`config.mk`:
```
export PLATFORM = sky130hd
export DESIGN_NAME = ecta_fifo
export DESIGN_NICKNAME = d
export VERILOG_FILES = /design/src/hdl/ecta_fifo.sv
export SDC_FILE = /design/constraint.sdc
export NUM_CORES = 1
export LEC_CHECK = 0
export ABC_AREA = 1
export BUFFER_PORTS_ARGS = -buffer_cell sky130_fd_sc_hd__buf_2
export CORE_ASPECT_RATIO = 0.75
export CORE_MARGIN = 2
export CORE_UTILIZATION = 40
export CTS_CLUSTER_DIAMETER = 120
export DETAILED_ROUTE_END_ITERATION = 7
export SLEW_MARGIN = 20
export SYNTH_ARGS = -nofsm -noshare
export SYNTH_HDL_FRONTEND = slang
export SYNTH_SLANG_ARGS = --single-unit
```
`constraint.sdc`:
```
create_clock -name clk_i -period 1.6 [get_ports clk_i]
set_input_delay 0.32 -clock clk_i [delete_from_list [all_inputs] [get_ports clk_i]]
set_output_delay 0.32 -clock clk_i [all_outputs]
set_load 0.01 [all_outputs]
```
`src/hdl/ecta_fifo.sv`:
```
module ecta_fifo #(
  parameter int unsigned W = 8
) (
  input  logic         clk_i,
  input  logic         rst_ni,
  input  logic         in_valid_i,
  output logic         in_ready_o,
  input  logic [W-1:0] in_data_i,
  output logic         out_valid_o,
  input  logic         out_ready_i,
  output logic [W-1:0] out_data_o
);

  logic [W-1:0] mem_q [2];
  logic         wr_ptr_q, rd_ptr_q;
  logic [1:0]   cnt_q;
  logic         push, pop;

  assign in_ready_o  = (cnt_q != 2'd2);
  assign out_valid_o = (cnt_q != 2'd0);
  assign out_data_o  = mem_q[rd_ptr_q];
  assign push        = in_valid_i && in_ready_o;
  assign pop         = out_valid_o && out_ready_i;

  always_ff @(posedge clk_i or negedge rst_ni) begin
    if (!rst_ni) begin
      wr_ptr_q <= 1'b0;
      rd_ptr_q <= 1'b0;
      cnt_q    <= 2'd0;
    end else begin
      if (push) begin
        wr_ptr_q <= ~wr_ptr_q;
      end
      if (pop) begin
        rd_ptr_q <= ~rd_ptr_q;
      end
      if (push && !pop) begin
        cnt_q <= cnt_q + 2'd1;
      end else if (pop && !push) begin
        cnt_q <= cnt_q - 2'd1;
      end
    end
  end

  always_ff @(posedge clk_i) begin
    if (push) begin
      mem_q[wr_ptr_q] <= in_data_i;
    end
  end

endmodule

```
Word-level counts from Yosys, hierarchy flattened --
Memories as Yosys holds them, arrays and structs flattened. Cells that the tools add are included.
Word-level totals: memory bits (writable) 16, flip-flop bits (word level) 4, output and inout port bits 10, word-level logic and storage cells 21, memories kept 1
Memories:
- mem_q | depth 2, width 8, rd ports 1, clocked after memory_dff 0, wr ports 1, RTL line 14 | logic [W-1:0] mem_q [2];
Cells by class: bitwise gates (word level) 2, add/subtract/negate cells 2, mux-type cells 4, reduce and logical (&&, ||, !) cells 8, eq/ne operators 1
Operators with widths (number):
- logical AND 1 bit | 4
- 2-to-1 mux 2 bit | 2
- nonzero test 2 bit | 2
- adder 2 x 1 -> 2 bit, second input constant | 1
- zero test 1 bit | 2
- 2-to-1 mux 1 bit | 2
- inequality test 2 bit, second input constant | 1
- inverter 1 bit | 2
- subtractor 2 x 1 -> 2 bit, second input constant | 1

Longest topological paths before layout --
depth after elaboration 6, depth in mapped cells 10

Least setup slack after synthesis --
OpenSTA, ideal clock, no wires.
path type reg-to-reg, start point register cnt_q[0], end point memory mem_q[0][0], enable pin, cell stages (with the launch flop) 5, setup slack 277 ps, arrival 953 ps, period minus slack after synthesis 1323 ps, path buffers 0, path through dfrtp_1 > inv_2 > nand2_4 > nand2_4 > nor2_1
On the way: word-level cells in the longest chain between the ends 4
RTL lines:
- start: declaration | RTL line 16 | logic [1:0] cnt_q;
- start signal: assignment | RTL line 38 | cnt_q <= cnt_q + 2'd1;
- start signal: assignment | RTL line 40 | cnt_q <= cnt_q - 2'd1;
- inequality test 2 bit | RTL line 19 | assign in_ready_o = (cnt_q != 2'd2);
- named net in_ready_o | RTL line 7 | output logic in_ready_o,
- logical AND 1 bit | RTL line 22 | assign push = in_valid_i && in_ready_o;
- 2-to-1 mux 1 bit | RTL line 46 | if (push) begin
- 2-to-1 mux 1 bit (not written as such) | RTL line 47 | mem_q[wr_ptr_q] <= in_data_i;
- end: declaration | RTL line 14
The timed path passes the listed nets, and every way through them passes these cells.

Worst setup path after layout --
start point register rd_ptr_q, end point output out_data_o[4]
On the way: word-level cells in the longest chain between the ends 1
RTL lines:
- start: declaration | RTL line 15 | logic wr_ptr_q, rd_ptr_q;
- start signal: assignment | RTL line 35 | rd_ptr_q <= ~rd_ptr_q;
- memory read (2 x 8 bit)
- end: declaration | RTL line 11 | output logic [W-1:0] out_data_o
Every way passes these cells.

==> summary.txt <==
GRT
  • First-pass GRT wire length: 2130 um
  • Gr usage total: between 10% and 20%
  • Pin count of the biggest net entering global routing: 12
  • Gr ovfl total: 0
  • Initial antenna violation count: 0
  • Vias in the first global route: 519

Die
  • Rows: 14
  • Die H: between 40 and 50 um
  • Core Box Area: 1980 um2
  • Die area: about 2500 um2
  • Die width: roughly 57 um
  • Initial Util: between 40% and 50%
  • I/O pins: 22

Clocking
  • Worst-Skew Late Latency: between 200 and 300 ps
  • Clock Path Buffers: 2
  • Clock Tree Root: clkbuf_4
  • CTS tree: built
  • Total clock sinks: 20
  • Total CTS buffers: 3
  • Clock transition at the registers of the reported paths: approximately 100 ps
  • Htree depth: 1

Synthesis
  • Cell count after synthesis: 70
  • Synth unique cells: 14
  • Post-synthesis mux area share: 0%
  • Synthesized net count: a little over 80
  • Simple logic cell fraction of the synthesized area: around a fifth
  • Largest area contributor in the netlist: edfxtp_1
  • Synth top area share: a little under 60%
  • Syn Std Cell Area: 827 um2
  • Post-synthesis xor/xnor area fraction: under 10%
  • #FFs+latches synth: 20
  • Ys Warns: 0
  • Sequential share of the synthesized area: about 70%
  • Largest cells by area after synthesis: edfxtp_1 58%, nand2_1 14%, dfrtp_1 12%
  • Main combinational cell family by area after synthesis: simple AND/OR/NAND/NOR gates
  • Synthesized-area fraction occupied by adder cells: around 1.5%
  • Compound-cell area share of the yosys netlist: 0%
  • Synth Area per Inst: 11.8 um2

Layout
  • Area delta synth->final: 22.5%
  • Final core occ: 51.2%
  • Layout cells sized above 1: a little under two fifths
  • Layout fillers: roughly 180
  • ANT cells: 0
  • NumNets Final: 112

STA
  • Worst Clk Skew: 7.60 ps
  • Slew Viols, Final: 0
  • Final Hold Viols: 0
  • Actual slew at the worst max-slew pin: 196 ps
  • Tmin final: between 1000 and 1500 ps
  • Setup TNS: 0 ps
  • Period utilization: between 90 and 100%
  • Slew HR: approximately 87%
  • Final setup vio count: 0
  • RSZ-0062 raised after global routing: false
  • Fmax: between 0.6 and 0.7 GHz

Worst setup path
  • Worst path max stage delay: between 400 and 500 ps
  • Critical path class: flop to output pin
  • Critical Path Start Type: flop
  • CP endpoint kind: output pin
  • Crit path buffers/inverters: 2
  • Slowest CP cell: dfrtp_2
  • Worst-path cell chain: buf_4 > nand2_1 > nand2_1 > buf_2
  • Most used cell along the critical path: nand2_1
  • CP top delay family: flip-flops
  • CP max FO: 6
  • WP data required: roughly 1300 ps
  • Critical Path AT: 1160 ps

Route
  • Wire length per cell: between 10 and 15 um
  • Vias per inst: approximately 4.5
  • DRT iter0 DRCs: 8
  • DR pass1 iterations: 3
  • Number of antenna-violating nets in the routed design: 0
  • Vias: about 550
  • Drt total wl: about 1300 um
  • DRC: 0

Placed design
  • Hpwl dp: between 900 and 1000 um
  • Port buffer count: 21
  • GPL Wtd Cong: 0.758

Outcome
  • Status: finished clean

Pwr
  • Power Dens Cells: about 1700 nW/um2
  • Lkg Pwr: 0.000476 uW
  • Peak VDD IR: roughly 0.77 mV

Flow run
  • Max-Cap Viols: 0

Hold path
  • Hold Path Class: primary input to flop
## worst paths after layout
| check | cells after the start | from | slack, ps | to |
|---|---|---|---|---|
| worst min-delay path | 1 | in_data_i[1] | 210 | mem_q[1][1] |
| worst max-delay path | 4 | rd_ptr_q | 120 | out_data_o[4] |
| worst max register to register | 9 | cnt_q[0] | 210 | cnt_q[1] |
| worst min register to register | 1 | cnt_q[0] | 530 | cnt_q[0] |
| max in group asynchronous | 2 | rst_ni | 1080 | rd_ptr_q |
| min in group asynchronous | 2 | rst_ni | 370 | cnt_q[0] |
## cell usage after synthesis
library cell  number
nand2_1           30
edfxtp_1          16
dfrtp_1            4
inv_1              4
inv_2              3
nand2_2            2
nand2_4            2
nand3_1            2
nor2_1             2
buf_6              1
ha_1               1
nand4_1            1
xnor2_1            1
xor2_2             1
## sequential cells by signal, indices dropped and copies added (netlist names)
register	cells
mem_q	16
cnt_q	2
rd_ptr_q	1
wr_ptr_q	1
## layer usage
metal | vias to the layer above | part of all wire, % | track usage, %
met2 | 14 | 48 | 21.9
li1 | 283 | - | -
met1 | 247 | 44 | 12.4
met5 | - | 0 | 0
met4 | 0 | 0.79 | 4.29
met3 | 2 | 7.0 | 5.07
## cell families after synthesis
kind of cell             count (synthesis)
flip-flops                              20
adder cells (fa/ha/maj)                  1
buffers and inverters                    8
XOR/XNOR                                 2
AND/OR/NAND/NOR                         39
## layout by cell type, fill, tap and decap left out
cell type,count
buf_2,21
buf_4,3
clkbuf_1,1
clkbuf_4,3
dfrtp_1,3
dfrtp_2,1
dlygate4sd3_1,1
edfxtp_1,16
ha_1,1
inv_1,4
inv_2,2
inv_4,1
nand2_1,30
nand2_2,2
nand2_4,2
nand3_1,2
nand4_1,1
nor2_1,2
xnor2_1,1
xor2_2,1
## power breakdown
group / leakage [uW] / internal, uW / total [uW] / switching, uW
combinational: 0.000266 / 289 / 723 / 434
sequential: 0.000195 / 727 / 812 / 85.0
clock: 0.0000150 / 96.9 / 229 / 132
total: 0.000476 / 1110 / 1760 / 651
## repair_timing
item                                   CTS  global route
endpoints found under the hold margin    4             0
gates resized for setup                  0             2
hold buffers                             1             0
buffers inserted                         0             0
setup endpoints to repair                0             1
## per-stage QoR
stage	instance area, um2	total power (uW)	hold WS, ps	std cells	setup slack, ps
after floorplan	827	1290	24.4	70	277
after global placement	973	1530	135	117	270
after detailed placement	973	1550	133	117	240
after CTS	1010	1780	198	122	81.7
after global routing	1010	1920	194	122	34.8
final	1010	1760	207	122	119
## cell type report
type,count,area [um2],area share [%]
inverters,7,28.8,2.84
flip-flops and latches,20,582,57.4
repair buffers,25,138,13.6
well taps,24,30.0,2.96
multi-input cells,42,209,20.6
clock buffers,4,26.3,2.59
Power figures use the tool's default switching activity.
