### config.mk
export PLATFORM = sky130hd
export DESIGN_NAME = ecta_front
export DESIGN_NICKNAME = d
export VERILOG_FILES = /design/src/hdl/ecta_pkg.sv /design/src/hdl/ecta_front.sv
export SDC_FILE = /design/constraint.sdc
export NUM_CORES = 1
export LEC_CHECK = 0
export BUFFER_PORTS_ARGS = -buffer_cell sky130_fd_sc_hd__buf_2
export CORE_MARGIN = 3
export CORE_UTILIZATION = 40
export DETAILED_ROUTE_END_ITERATION = 6
export GPL_TIMING_DRIVEN = 0
export PLACE_DENSITY = 0.85
export SYNTH_ARGS = -nofsm -noshare
export SYNTH_HDL_FRONTEND = slang
export SYNTH_SLANG_ARGS = --single-unit
### constraint.sdc
create_clock -name clk_i -period 6 [get_ports clk_i]
set_clock_uncertainty 0.15 [all_clocks]
set_input_delay 1.8 -clock clk_i [delete_from_list [all_inputs] [get_ports clk_i]]
set_output_delay 1.8 -clock clk_i [all_outputs]
set_load 0.01 [all_outputs]
### src/hdl/ecta_pkg.sv
package ecta_pkg;

  localparam int unsigned FUNC_W   = 6;
  localparam int unsigned TS_W     = 32;
  localparam int unsigned CHILD_W  = 33;
  localparam int unsigned TOTAL_W  = 48;
  localparam int unsigned LEVEL_W  = 7;
  localparam int unsigned STATUS_W = 3;
  // ids are FUNC_W bits wide, so no more totals than this are ever addressed
  localparam int unsigned MAX_IDS  = 64;

  typedef logic [STATUS_W-1:0] status_t;

  localparam status_t ST_PUSHED    = 3'd0;
  localparam status_t ST_ACCOUNTED = 3'd1;
  localparam status_t ST_OVERFLOW  = 3'd2;
  localparam status_t ST_UNDERFLOW = 3'd3;
  localparam status_t ST_BACKWARDS = 3'd4;

  // event class decided by the front end from its own frame count
  typedef enum logic [1:0] {
    OP_PUSH,
    OP_OVERFLOW,
    OP_UNDERFLOW,
    OP_POP
  } op_e;

  typedef struct packed {
    op_e               op;
    logic [FUNC_W-1:0] func_id;
    logic [TS_W-1:0]   timestamp;
  } item_t;

  typedef struct packed {
    logic [FUNC_W-1:0]  func_id;
    logic [TS_W-1:0]    start;
    logic [CHILD_W-1:0] child;
  } frame_t;

  typedef struct packed {
    status_t            status;
    logic [FUNC_W-1:0]  frame_id;
    logic [TOTAL_W-1:0] total_time;
    logic [LEVEL_W-1:0] stack_level;
  } result_t;

endpackage

### src/hdl/ecta_front.sv
module ecta_front #(
  parameter int unsigned STACK_DEPTH = 64,
  localparam int unsigned CW = $clog2(STACK_DEPTH + 1)
) (
  input  logic                          clk_i,
  input  logic                          rst_ni,
  input  logic                          in_valid_i,
  output logic                          in_ready_o,
  input  logic                          in_kind_i,
  input  logic [ecta_pkg::FUNC_W-1:0]   in_func_id_i,
  input  logic [ecta_pkg::TS_W-1:0]     in_timestamp_i,
  output logic                          q_valid_o,
  input  logic                          q_ready_i,
  output ecta_pkg::item_t               q_item_o,
  output logic [CW-1:0]                 q_level_o
);

  logic [CW-1:0]   count_q, count_d;
  ecta_pkg::op_e   op;
  logic            full, empty, accept;

  assign full   = (count_q == CW'(STACK_DEPTH));
  assign empty  = (count_q == '0);
  assign accept = in_valid_i && q_ready_i;

  // the frame count follows from the event sequence alone, so it is tracked here
  always_comb begin
    count_d = count_q;
    op      = ecta_pkg::OP_PUSH;
    if (!in_kind_i) begin
      if (full) begin
        op = ecta_pkg::OP_OVERFLOW;
      end else begin
        count_d = count_q + CW'(1);
      end
    end else if (empty) begin
      op = ecta_pkg::OP_UNDERFLOW;
    end else begin
      op      = ecta_pkg::OP_POP;
      count_d = count_q - CW'(1);
    end
  end

  always_ff @(posedge clk_i or negedge rst_ni) begin
    if (!rst_ni) begin
      count_q <= '0;
    end else if (accept) begin
      count_q <= count_d;
    end
  end

  assign in_ready_o          = q_ready_i;
  assign q_valid_o           = in_valid_i;
  assign q_item_o.op         = op;
  assign q_item_o.func_id    = in_func_id_i;
  assign q_item_o.timestamp  = in_timestamp_i;
  assign q_level_o           = count_d;

endmodule

## Word-level counts from Yosys, hierarchy flattened

Cells that the tools add are included.

| storage, ports and cells | value |
|---|---|
| flip-flop bits (word level) | 7 |
| input port bits | 43 |
| output and inout port bits | 49 |
| logic and storage cells | 12 |

| operators by class | value |
|---|---|
| add/sub/neg operators | 2 |
| equal/unequal tests | 1 |
| muxes and demuxes | 6 |
| reductions and logical operators | 2 |

Operators by type and width:

| operator | number |
|---|---|
| two-way mux 7 bit | 3 |
| adder 7 x 1 -> 7 bit (second input constant) | 1 |
| equality test 7 bit (second input constant) | 1 |
| logical NOT 7 bit | 1 |
| subtractor 7 x 1 -> 7 bit (second input constant) | 1 |
| two-way mux 1 bit | 2 |
| two-way mux 2 bit | 1 |
| logical AND 1 bit | 1 |

## Depth between registers and ports, before layout

Gate-level depths: netlist of the first run.

| logic depth | value |
|---|---|
| word-level depth | 3 |
| mapped depth | 6 |
| gate-level depth less buffers | 6 |

## Worst setup path after synthesis of the first run

No wires, ideal clock.

| path | value |
|---|---|
| kind | input -> output |
| start | input in_kind_i |
| end | output q_level_o[4] |
| arrival | 2706 ps |
| data required time | 4050 ps |
| slack | 1344 ps |
| cell stages on the path | 6 |
| path buffers | 2 |
| path through | buf_2 > clkbuf_1 > nand4b_1 > o21ai_0 > nor2_1 > a21oi_1 |

| between the ends | value |
|---|---|
| word-level cells in the longest chain between the ends | 1 |

RTL lines:

| what | line | source |
|---|---|---|
| from (decl) | ecta_front.sv:9 | `input logic in_kind_i,` |
| two-way mux 7 bit | ecta_front.sv:30 | `if (!in_kind_i) begin` |
| to (decl) | ecta_front.sv:15 | `output logic [CW-1:0] q_level_o` |

Every way passes these cells.

## Worst setup path after layout of the first run

Ends and elaborated chain as after synthesis.

==> reports/results.txt, run 1 <==
The largest registers in the layout are count_q: 7 flops. On the worst path, the slowest cell contributes a delay of 0.34 ns. The total number of yosys warnings was 0; the area added between synthesis and finish was 32.3%. The post-synthesis async set-or-reset flop share is 1.00, and the area of the core is 2300 sq um. Yosys mapped a number of flops with a built-in enable equal to 0. For this run, the detailed router's first-pass iteration total came to 6. Static timing analysis puts the maximum clock frequency at 199 MHz. Across the run, the number of max-cap violations was 0. Final standard cell utilization of the core: 0.582.

The tools report the row count as 17. The flow ran to the end, and the final reports show no timing, DRC or antenna violations. For this block, the via count after detailed routing is 1055. The register with the most flip-flops in the final layout is count_q.

The net count of the finished layout was 232; the worst hold slack was 0.446 ns. After detailed routing, the number of remaining DRC violations is 0. In the synthesized netlist the dominant register cell turns out to be sky130_fd_sc_hd__dfrtp_1.

The synthesis-stage register bit count came out at 7. Gates resized during post-CTS repair numbered 0. The number of buffers added for setup after CTS is 0, and the hold violation total from the final report is 0. Wire length per cell after detailed routing: 11.7 um.

Counting along the longest clock path gives a buffer depth of 2. The setup path with the least slack is of type input pin to output pin. The die covers 3160 sq um. Average footprint of a synthesized cell: 7.83 sq um. The tools report the total global routing track utilization as 0.150. In this run the worst path has a maximum fanout of 10. Detailed placement finished with a half-perimeter wire length of 2080 um. The flip-flop count of the largest register after layout works out to 7.

Leaving out fill and tap cells, the most frequent cell in the layout is sky130_fd_sc_hd__buf_2. The net switching share of the total power was 0.450; the antenna violation net count after detailed routing was 0. The number of levels in the clock H-tree was 1; the via count of the first global-routing pass was 970. Buffers inserted to repair hold after CTS numbered 0.

In this design, the critical path's most frequently occurring cell is sky130_fd_sc_hd__buf_2. Summed over all nets, the switching power comes to 0.000168 W. The tools report the worst setup path startpoint as in_kind_i. The startpoint identified for the worst hold timing path is count_q[1].

The tools report the initial antenna violation count as 0. The total overflow left after global routing is 0. Routability-driven placement finished with a final weighted congestion of 0.816. For this design the static power due to leakage is 0.717 nW. The total power per unit cell area was 279 nW/um^2. The share of cells above drive strength 1 was 0.575; the cell internal power dissipation was 0.000205 W.

Setup total negative slack on the finished layout was measured at 0 ns. The signal on the critical path passes through buf_2 -> buf_2 -> clkbuf_1 -> nand4b_1 -> o21ai_0 -> nor2_1 -> a21oi_1 -> buf_2. Counting the buffers created by CTS gives 3.

The mapped cell area is 1010 sq um. The clock share of power was 0.119. The post-route clock period utilization works out to 0.837. The library cells used most frequently in the layout, excluding fill and tap cells, are sky130_fd_sc_hd__buf_2 (57), sky130_fd_sc_hd__buf_4 (41), sky130_fd_sc_hd__nor2_1 (9). The clock latency of the later-clocked register in the worst-skew pair was 0.25 ns. The maximum vdd drop was 0.000153 V; the slew of the pin with the lowest slew margin was 0.401 ns. Setup repair after global routing left no endpoint under its margin.

The top-area cell type share of the netlist area came out at 0.305. The tools report the diode insertion count for antenna repair as 0. The root buffer cell chosen for the clock tree is sky130_fd_sc_hd__clkbuf_4. 92 I/O pins were placed. TritonCTS built the clock tree. The kind of cell with the highest combined delay on the critical path is buffers and inverters. After layout, the minimum clock period comes to 5.02 ns. The proportion of power drawn by combinational gates is 0.647, and the floorplan die height is 56.2 um. The final max-slew violation count is 0, and the worst slew slack as a fraction of its limit is 0.731.

The run gives 174 as the post-synthesis net count. Clock tree synthesis found a total of 7 sinks. The starting density of the core came out at 0.440. Detailed-route wire length: 2500 um.

After technology mapping, the gate count stands at 129. For this block, the initial DRC count from the detailed router was 27. The tools report the critical path data arrival time as 3.07 ns. Setup violations remaining at the end of the flow were counted as 0. The wire length of the first global-routing pass is 3960 um. The type of destination of the critical path was an output pin. After clock tree synthesis, the clock-pin slew on the worst setup and hold paths is 0.06 ns.

The filler cell count in the final layout is 224. The largest total area in the synthesized netlist belongs to sky130_fd_sc_hd__buf_4. Across all register-to-register paths, the minimum setup slack is 3.98 ns. The type of the most critical hold path is flop to flop. STA classifies the critical path startpoint as an input pin.

The slowest stage of the critical path belongs to the cell sky130_fd_sc_hd__clkbuf_1. Part of the power in registers: 0.234. In this run the tool buffered the top-level ports with 53 buffer cells.

The number of vias per cell came out at 4.93. Data on the critical path is required at its endpoint by 4.05 ns. By area the synthesized netlist is led by sky130_fd_sc_hd__buf_4 (30%), sky130_fd_sc_hd__dfrtp_1 (17%), sky130_fd_sc_hd__a21oi_1 (4.0%). For the number of distinct standard cells referenced by the synthesized netlist, the log shows 38.

In this run the critical register-to-register path is launched from count_q[0]. Entering global routing, the biggest net connects 11 pins. Measured along the x axis, the die boundary spans 56.2 um.

The fraction of the yosys area taken by sequential cells was 0.173; the number of buffers and inverters on the critical path was 4.
-- synthesized netlist by cell type, types with 2 or more instances --
library cell and number:
sky130_fd_sc_hd__a21oi_1 8, sky130_fd_sc_hd__a31oi_1 5, sky130_fd_sc_hd__and2_1 3, sky130_fd_sc_hd__and3_1 2, sky130_fd_sc_hd__and4b_1 2, sky130_fd_sc_hd__buf_2 4
sky130_fd_sc_hd__buf_4 41, sky130_fd_sc_hd__clkbuf_1 2, sky130_fd_sc_hd__dfrtp_1 7, sky130_fd_sc_hd__ha_1 2, sky130_fd_sc_hd__inv_1 3, sky130_fd_sc_hd__mux2_2 2
sky130_fd_sc_hd__nand2_1 7, sky130_fd_sc_hd__nand2b_1 3, sky130_fd_sc_hd__nor2_1 9, sky130_fd_sc_hd__nor3_1 3, sky130_fd_sc_hd__o21ai_0 3, sky130_fd_sc_hd__xnor2_1 3
-- cell families after synthesis --
logic type / share of synthesized area
adders and majority gates: 0.0248
DFF: 0.173
AOI/OAI and AO/OA: 0.164
and+or+nand+nor: 0.224
xor gates and xnor gates: 0.0347
buffers and inverters: 0.347
muxes: 0.0322
-- stage by stage --
step | area (sq um) | std cells | total power, W | worst slack, ns
finish | 1340 | 214 | 0.000373 | 0.980
global route | 1340 | 214 | 0.000410 | 0.900
CTS | 1340 | 214 | 0.000377 | 0.993
detailed placement | 1310 | 210 | 0.000329 | 0.997
global placement | 1310 | 210 | 0.000324 | 1.02
floorplan | 1010 | 129 | 0.000260 | 1.34
-- final cells by class --
cell class              count  area, sq um  area share
multi-input cells          71          484       0.362
clock buffers               4         26.3      0.0197
well taps                  28         35.0      0.0262
repair buffers             53          265       0.199
flip-flops and latches      7          175       0.131
inverters                   4         15.0      0.0112
plain buffers              47          335       0.251
-- per-layer routing --
| layer | GRT usage | wire length (um) | vias up |
|---|---|---|---|
| li1 | - | - | 522 |
| met2 | 0.279 | 1240 | 80 |
| met3 | 0.0464 | 375 | 2 |
| met4 | 0.0407 | 14 | 0 |
| met1 | 0.163 | 865 | 451 |
| met5 | 0 | 0 | - |
-- path summary, 6_finish.rpt --
path,end,depth (start not counted)
setup / recovery,q_level_o[4],8
hold / removal,count_q[1],1
setup reg to reg,count_q[0],6
hold reg to reg,count_q[1],1
max in group asynchronous,count_q[3],1
min in group asynchronous,count_q[2],1
-- power by group through the flow --
| stage | registers (W) | logic (W) | clock network (W) |
|---|---|---|---|
| floorplan | 0.0000827 | 0.000178 | 0 |
| global placement | 0.0000862 | 0.000237 | 0 |
| detailed placement | 0.0000872 | 0.000242 | 0 |
| CTS | 0.0000866 | 0.000245 | 0.0000455 |
| global route | 0.0000906 | 0.000270 | 0.0000490 |
| finish | 0.0000873 | 0.000241 | 0.0000445 |
-- worst reg2reg max path: cells and delay by family, from the launching register on --
kind	cells	cell delay [ns]
xor+xnor	1	0.13
simple gates	3	0.80
flops	1	0.44
fa+ha+maj	1	0.26
buf+inv	1	0.12
(Power assumes the default switching activity.)
==> run 2, diff against run 1 <==
Settings changed: ABC_AREA set to 1, CORE_UTILIZATION 40 to 34, PLACE_DENSITY 0.85 to 0.78.
Clock period 6 ns to 4.2 ns, I/O delays scaled along.
==> run 2 against run 1 <==
Utilization is 10 points lower. Global-route usage shrank 4.1 points. Worst setup slack got worse by 0.29 ns. Synthesized area fell by 1.1%. Critical endpoint unchanged.
==> reports/results.txt, run 2 <==
The final weighted congestion of routability-driven global placement is 0.816 (about the same). The logs give 0 (unchanged) for the number of max-cap violations and 0.825 (+0.0944) for the worst slew slack as a fraction of its limit. Number of buffers and inverters on the critical path: 3 (-1).

The library cell occupying the most area in the post-synthesis netlist was sky130_fd_sc_hd__buf_4. The number of vias per cell came out at 4.22 (-14%). The standard cell area after detailed placement is 1300 sq um (-0.57%), and the post-synthesis async set-or-reset flop share is 1.00 (unchanged). For the achievable frequency, the log shows 285 MHz.

In this run the most critical hold path is launched from count_q[6]. In the post-synthesis netlist, the cell with the most instances is sky130_fd_sc_hd__nand2_1. The number of synthesized flops with an enable pin was 0 (unchanged). The worst setup path is launched from an input pin.

The detailed router used layers up to and including met3. Launching point of the worst reg2reg path: count_q[0]. Area fraction in compound gates after synthesis: 0.0451 (-0.118).

The detailed-route wire length was 2240 um (-10%); the boundary pin count was 92 (unchanged). The critical path data arrival time was 2.10 ns (-0.97 ns). The total number of yosys warnings came out at 0 (unchanged). The final-report setup violation count is 0 (unchanged). For the initial antenna violation count, the log shows 0 (unchanged). The synthesis-stage register bit count was 7 (unchanged); the total negative setup slack was 0 ns (unchanged). The number of clock sinks seen by CTS was 7 (unchanged). The most prevalent standard cell on the critical path was sky130_fd_sc_hd__buf_2. Highest-delay cell along the critical path: sky130_fd_sc_hd__buf_2.

The tools report the area of the core as 2780 sq um (+21%). The simple-gate portion of the synthesized area was 0.340 (+0.115). The total vias in the final route is 1009 (-4.4%). More flip-flops sit in one register than any other, and that register is count_q. The biggest fanout along the worst timing path was 8 (-2). The largest registers in the layout are count_q: 7 flops. Adder-cell share of the synthesized area: 0.0251 (+0.000280).

The run gives 0 (unchanged) as the final max-slew violation count. The maximum vdd drop was 0.000361 V (+140%). Final standard cell utilization of the core: 0.478 (-0.104).

Setup repair after global routing left no endpoint under its margin. The average footprint of a synthesized cell was 6.61 sq um (-16%); the time the final worst path needs with I/O delays and setup was 3.51 ns. The starting density of the core came out at 0.359 (-0.0806).

In the layout the commonest cells are sky130_fd_sc_hd__buf_2 (53), sky130_fd_sc_hd__nand2_1 (49), sky130_fd_sc_hd__buf_4 (41). The number of gates given a new drive strength after cts was 0 (unchanged); the area of combinational cells with multiple inputs was 444 sq um (-8.3%). The diode insertion count for antenna repair is 0 (unchanged), and the filler cell count in the final layout is 312 (+39%).

The area added between synthesis and finish was 33.1%. The horizontal extent of the die was 60.2 um (+7.0%). The clock slew seen by the registers of the worst setup and hold paths was 0.05 ns (about the same); the largest stage delay on the critical path was 0.20 ns (-0.14 ns). The share of cells above drive strength 1 came out at 0.548 (-0.0272). Kind of cell with the highest combined delay on the critical path: buffers and inverters.

The run gives 0 (unchanged) as the residual overflow from global routing. The critical path goes through buf_2 -> inv_2 -> nor2_2 -> nand2_1 -> o21ai_2 -> buf_2. The number of port buffers works out to 53 (unchanged). The number of iterations in the first detailed-routing pass is 4 (-2).

The type of the setup path with the least slack is input pin to output pin. The tools report the antenna violation net count after detailed routing as 0 (unchanged). Wire length of the first global-routing pass: 3080 um (-22%). Yosys attributes the largest share of cell area to sky130_fd_sc_hd__buf_4 (31%), sky130_fd_sc_hd__nand2_1 (18%), sky130_fd_sc_hd__dfrtp_1 (18%).

The iteration-0 DRC count of the detailed router is 37 (+37%), and the total power per unit cell area is 498 nW/um^2 (+79%). Sum of internal, switching and leakage power: 0.000662 W (+78%). The length of routed met3 wiring is 217 um (-42%).

The run gives 175 sq um (unchanged) as the register cell area after layout. The maximum number of pins on one net before global-route repair is 10 (-1). The min-delay analysis places its worst path in the category flop to flop. The number of buffers added for setup after CTS came out at 0 (unchanged). Leaving out fill and tap cells, the most frequent cell in the layout is sky130_fd_sc_hd__buf_2. The proportion of synthesized area in mux cells is 0 (-0.0322).

The routed metal-1 wirelength is 951 um (+9.9%), and the number of remaining DRC errors is 0 (unchanged). The top-area cell type share of the netlist area works out to 0.308 (+0.00344). The mapped cell area is 998 sq um (-1.1%), and the die outline area is 3620 sq um (+15%). Worst hold slack: 0.440 ns (-0.00571 ns). The slew of the pin with the lowest slew margin came out at 0.261 ns (-0.139 ns). The logs give 0.175 (+0.00196) for the fraction of the yosys area taken by sequential cells and 0.110 (-0.0406) for the total global routing track utilization. The post-route clock period utilization is 0.837, and the hold violation total from the final report is 0 (unchanged). The number of levels in the clock H-tree was 1 (unchanged); the floorplan die height was 60.2 um (+7.0%). The row count is 19 (+2), and the maximum number of buffers from clock root to sink is 2 (unchanged). TritonCTS built the clock tree. The logs give 1330 sq um (-0.56%) for the final non-filler cell area and 1920 um (-7.7%) for the detailed placement HPWL. In the synthesized netlist the dominant register cell turns out to be sky130_fd_sc_hd__dfrtp_1.

The flow ran to the end, and the final reports show no timing, DRC or antenna violations. The buffer type at the clock tree root was sky130_fd_sc_hd__clkbuf_4. Total clock buffers created by CTS: 3 (unchanged). STA classifies the critical path endpoint as an output pin. The logs give 196 (+13%) for the post-synthesis net count and 0.25 ns (about the same) for the clock latency of the later-clocked register in the worst-skew pair. The routed wire length on met2 is 1070 um (-14%).

The commonest cells after synthesis are sky130_fd_sc_hd__nand2_1 (49), sky130_fd_sc_hd__buf_4 (41), sky130_fd_sc_hd__nand3_1 (10). The static leakage is 0.805 nW (+12%). Net count of the finished layout: 254 (+9.5%). The tools report the via count of the first global-routing pass as 758 (-22%). The number of distinct standard cells referenced by the synthesized netlist was 19 (-50%). The combinational family with the most area after synthesis was buffers and inverters.

The worst setup path startpoint is in_kind_i. The xor/xnor share of the synthesized area is 0.0351 (+0.000391), and the flip-flop count of the largest register after layout is 7 (unchanged). The logs give 151 (+17%) for the cell count after synthesis and 0 (unchanged) for the total of hold buffers inserted after clock tree synthesis. The wire length per cell after detailed routing is 9.36 um (-20%). The worst path required time came out at 2.79 ns (-1.26 ns).
[run 2: cell types whose count changed after synthesis, sizes merged, moves of 3 or more]
cell    delta
inv        +6
a21oi      -6
a31oi      -5
nor3       -3
nand3      +9
nand2b     -3
nand2     +45
[run 2: cell families after synthesis]
group | after synthesis
compound gates | 6
xor+xnor | 4
fa+ha+maj | 2
buf+inv | 54
flops | 7
simple gates | 78
[run 2: final timing paths]
path	to	slack [ns]	cells after the start
worst min register to register	count_q[6]	0.44	2
worst max-delay path	q_level_o[4]	0.69	6
max in group asynchronous	count_q[0]	3.06	1
worst max register to register	count_q[0]	2.44	9
min in group asynchronous	count_q[4]	0.68	1
worst min-delay path	count_q[6]	0.44	2
[run 2: power by group]
group / switching [W] / internal, W
registers: 0.0000295 / 0.0000953
logic: 0.000271 / 0.000206
clock network: 0.0000247 / 0.0000362
[run 2: final cells by class]
type	instances	area share
repair buffers	53	0.200
inverters	10	0.0282
clock buffers	4	0.0198
flip-flops and latches	7	0.132
plain buffers	44	0.257
multi-input cells	90	0.334
well taps	31	0.0292
[run 2: stage by stage]
step | std cells | worst slack, ns
after floorplan | 151 | 1.10
after global placement | 235 | 0.695
after detailed placement | 235 | 0.698
after CTS | 239 | 0.692
after global routing | 239 | 0.616
final | 239 | 0.685
[run 2: metal layers]
layer / up-vias / track usage
li1: 536 / -
met1: 426 / 0.152
met2: 47 / 0.167
met3: 0 / 0.0410
met4: 0 / 0.0127
met5: - / 0
[run 2: worst register-to-register path: cells and delay by family, from the launching register on]
| family | cells | cell delay [ns] |
|---|---|---|
| simple gates | 7 | 0.62 |
| buf+inv | 1 | 0.19 |
| flops | 1 | 0.44 |
| fa+ha+maj | 1 | 0.25 |
==> run 3, diff against run 2 <==
Clock period 4.2 ns to 3 ns, I/O delays scaled along.
==> run 3 against run 2 <==
Die area unchanged. Final area increased by 0.28%. Register-to-register slack got worse by 1.1 ns. Highest routed layer unchanged. Cell count unchanged. Largest power group unchanged.
==> reports/results.txt, run 3 (same netlist as run 2, synthesis figures left out) <==
Flip-flop count of the largest register after layout: 7 (unchanged). The number of cells on the worst reg-to-reg path works out to 9 (unchanged). The run gives 0.801 nW (-0.41%) as the static leakage.

The number of non-filler instances in the completed layout was 239 (unchanged); the total power per unit cell area was 701 nW/um^2 (+41%). The number of clock sinks seen by CTS came out at 7 (unchanged). Leaving out fill and tap cells, the most frequent cell in the layout is sky130_fd_sc_hd__buf_2. Number of cells after detailed placement: 235 (unchanged). Hold violation total from the final report: 0 (unchanged). The flop-to-flop setup slack is 1.34 ns (-1.10 ns), and the detailed-route wire length is 2260 um (+1.1%). In the final layout, the registers with the most flip-flops are count_q: 7 flops.

Via count of the first global-routing pass: 758 (unchanged). The run finished with clean final reports. The wire length per cell after detailed routing came out at 9.46 um (+1.1%).

The starting density of the core was 0.359 (unchanged). The floorplan die height works out to 60.2 um (unchanged). The critical path starts at count_q[0]. The tools report the diode insertion count for antenna repair as 0 (unchanged). The number of buffers and inverters on the critical path is 2 (-1), and the worst path required time is 1.95 ns (-0.84 ns). The number of vias per cell was 4.25 (+0.59%); the number of levels in the clock H-tree was 1 (unchanged).

The tools report the iteration-0 DRC count of the detailed router as 41 (+11%). The detailed placement HPWL was 1920 um (unchanged); the maximum number of pins on one net before global-route repair was 10 (unchanged). Die outline area: 3620 sq um (unchanged).

The slowest stage of the critical path belongs to the cell sky130_fd_sc_hd__dfrtp_2. The maximum vdd drop is 0.000505 V (+40%). The number of gates given a new drive strength after cts is 0 (unchanged). The run gives 4 (unchanged) as the number of iterations in the first detailed-routing pass. For the number of remaining DRC errors, the log shows 0 (unchanged). Traced cell by cell, the critical path runs through inv_2 -> ha_2 -> nand2_2 -> nor2_4 -> nand2_1 -> nand2_1 -> nand3_1 -> and2_1 -> buf_2. Derived from the worst setup path, the maximum achievable clock frequency is 351 MHz.

On the critical path the largest part of the delay comes from simple AND/OR/NAND/NOR gates. The number of max-cap violations came out at 0 (unchanged). The logs give 0 (unchanged) for the antenna violation net count after detailed routing and 1330 sq um (+0.28%) for the final non-filler cell area. Final-report setup violation count: 0 (unchanged). The time the final worst path needs with I/O delays and setup was 2.85 ns.

Setup repair after global routing left no endpoint under its margin. For the total negative setup slack, the log shows 0 ns (unchanged). TritonCTS built the clock tree.

The logs give 0.825 (unchanged) for the worst slew slack as a fraction of its limit and 1300 sq um (unchanged) for the standard cell area after detailed placement. For the wire length of the first global-routing pass, the log shows 3080 um (unchanged). The largest stage delay on the critical path is 0.45 ns (+0.25 ns).

The final max-slew violation count was 0 (unchanged); the share of cells above drive strength 1 was 0.563 (+0.0144). The type of destination of the critical path is an output pin. Clock latency of the later-clocked register in the worst-skew pair: 0.25 ns (about the same). Maximum number of buffers from clock root to sink: 2 (unchanged). The buffer type at the clock tree root was sky130_fd_sc_hd__clkbuf_4. The tools report the area of the core as 2780 sq um (unchanged). For the total global routing track utilization, the log shows 0.110 (unchanged). The type of the setup path with the least slack was flop to output pin. The worst setup path endpoint is q_level_o[0]. The slew of the pin with the lowest slew margin is 0.261 ns (+0.000000238 ns), and the number of buffers added for setup after CTS is 0 (unchanged). The final weighted congestion of routability-driven global placement came out at 0.816 (unchanged). The most numerous cell type found on the critical path is sky130_fd_sc_hd__nand2_1. For the total clock buffers created by CTS, the log shows 3 (unchanged). The critical path data arrival time was 1.80 ns (-0.30 ns). The boundary pin count is 92 (unchanged), and the biggest fanout along the worst timing path is 7 (-1). count_q holds more flip-flops than any other register.

The clock slew seen by the registers of the worst setup and hold paths is 0.05 ns (about the same), and the horizontal extent of the die is 60.2 um (unchanged). The row count was 19 (unchanged); the worst hold slack was 0.320 ns (-0.120 ns). In the layout the commonest cells are sky130_fd_sc_hd__buf_2 (53), sky130_fd_sc_hd__nand2_1 (49), sky130_fd_sc_hd__buf_4 (41). The area added between synthesis and finish works out to 33.5%.

The worst setup path is launched from a flop. The logs give 0 (unchanged) for the total of hold buffers inserted after clock tree synthesis and 0 (unchanged) for the initial antenna violation count. The post-route clock period utilization works out to 0.949. The total vias in the final route is 1015 (+0.59%), and the number of port buffers is 53 (unchanged).

The net count of the finished layout came out at 254 (unchanged). The type of the most critical hold path was input pin to asynchronous set/reset pin. For the residual overflow from global routing, the log shows 0 (unchanged). The launching point of the worst reg2reg path was count_q[0]. The cell depth of the worst setup path came out at 9 (+3). The worst register-to-register path ends at count_q[0].
==> run 3: cell counts in the layout (fill, tap and decap cells not counted) <==
No cell type changed its count.
==> run 3: layer usage <==
metal / track usage / routed length [um]
met5: 0 / 0
met3: 0.0410 / 217
met1: 0.152 / 947
met2: 0.167 / 1100
met4: 0.0127 / 0
==> run 3: worst min path at each step <==
stage | startpoint | endpoint | slack, ns | depth (start not counted)
after floorplan | count_q[6] | count_q[6] | 0.36 | 2
after global placement | count_q[6] | count_q[6] | 0.41 | 2
after detailed placement | count_q[6] | count_q[6] | 0.42 | 2
after CTS | rst_ni | count_q[4] | 0.32 | 1
after global routing | rst_ni | count_q[6] | 0.32 | 1
final | rst_ni | count_q[4] | 0.32 | 1
==> run 3: through the flow <==
step	worst slack [ns]	total power (W)	utilization
after floorplan	0.581	0.000678	-
after global placement	0.215	0.000834	0.468
after detailed placement	0.218	0.000846	0.468
after CTS	0.0378	0.000934	0.478
after global routing	0.00266	0.00103	0.479
final	0.153	0.000934	0.479
==> run 3: report_power, final <==
group	internal (W)	leakage (nW)	switching, W	total, W
sequential	0.000134	0.0884	0.0000420	0.000176
combinational	0.000291	0.698	0.000381	0.000672
clock	0.0000507	0.0150	0.0000345	0.0000853
==> run 3: cell type report <==
type / instances / area (sq um)
Inverter: 10 / 37.5
Clock buffer: 4 / 26.3
Sequential cell: 7 / 176
Multi-Input combinational cell: 90 / 447
Timing Repair Buffer: 53 / 265
Buffer: 44 / 342
Fill cell: 312 / 1450
Tap cell: 31 / 38.8
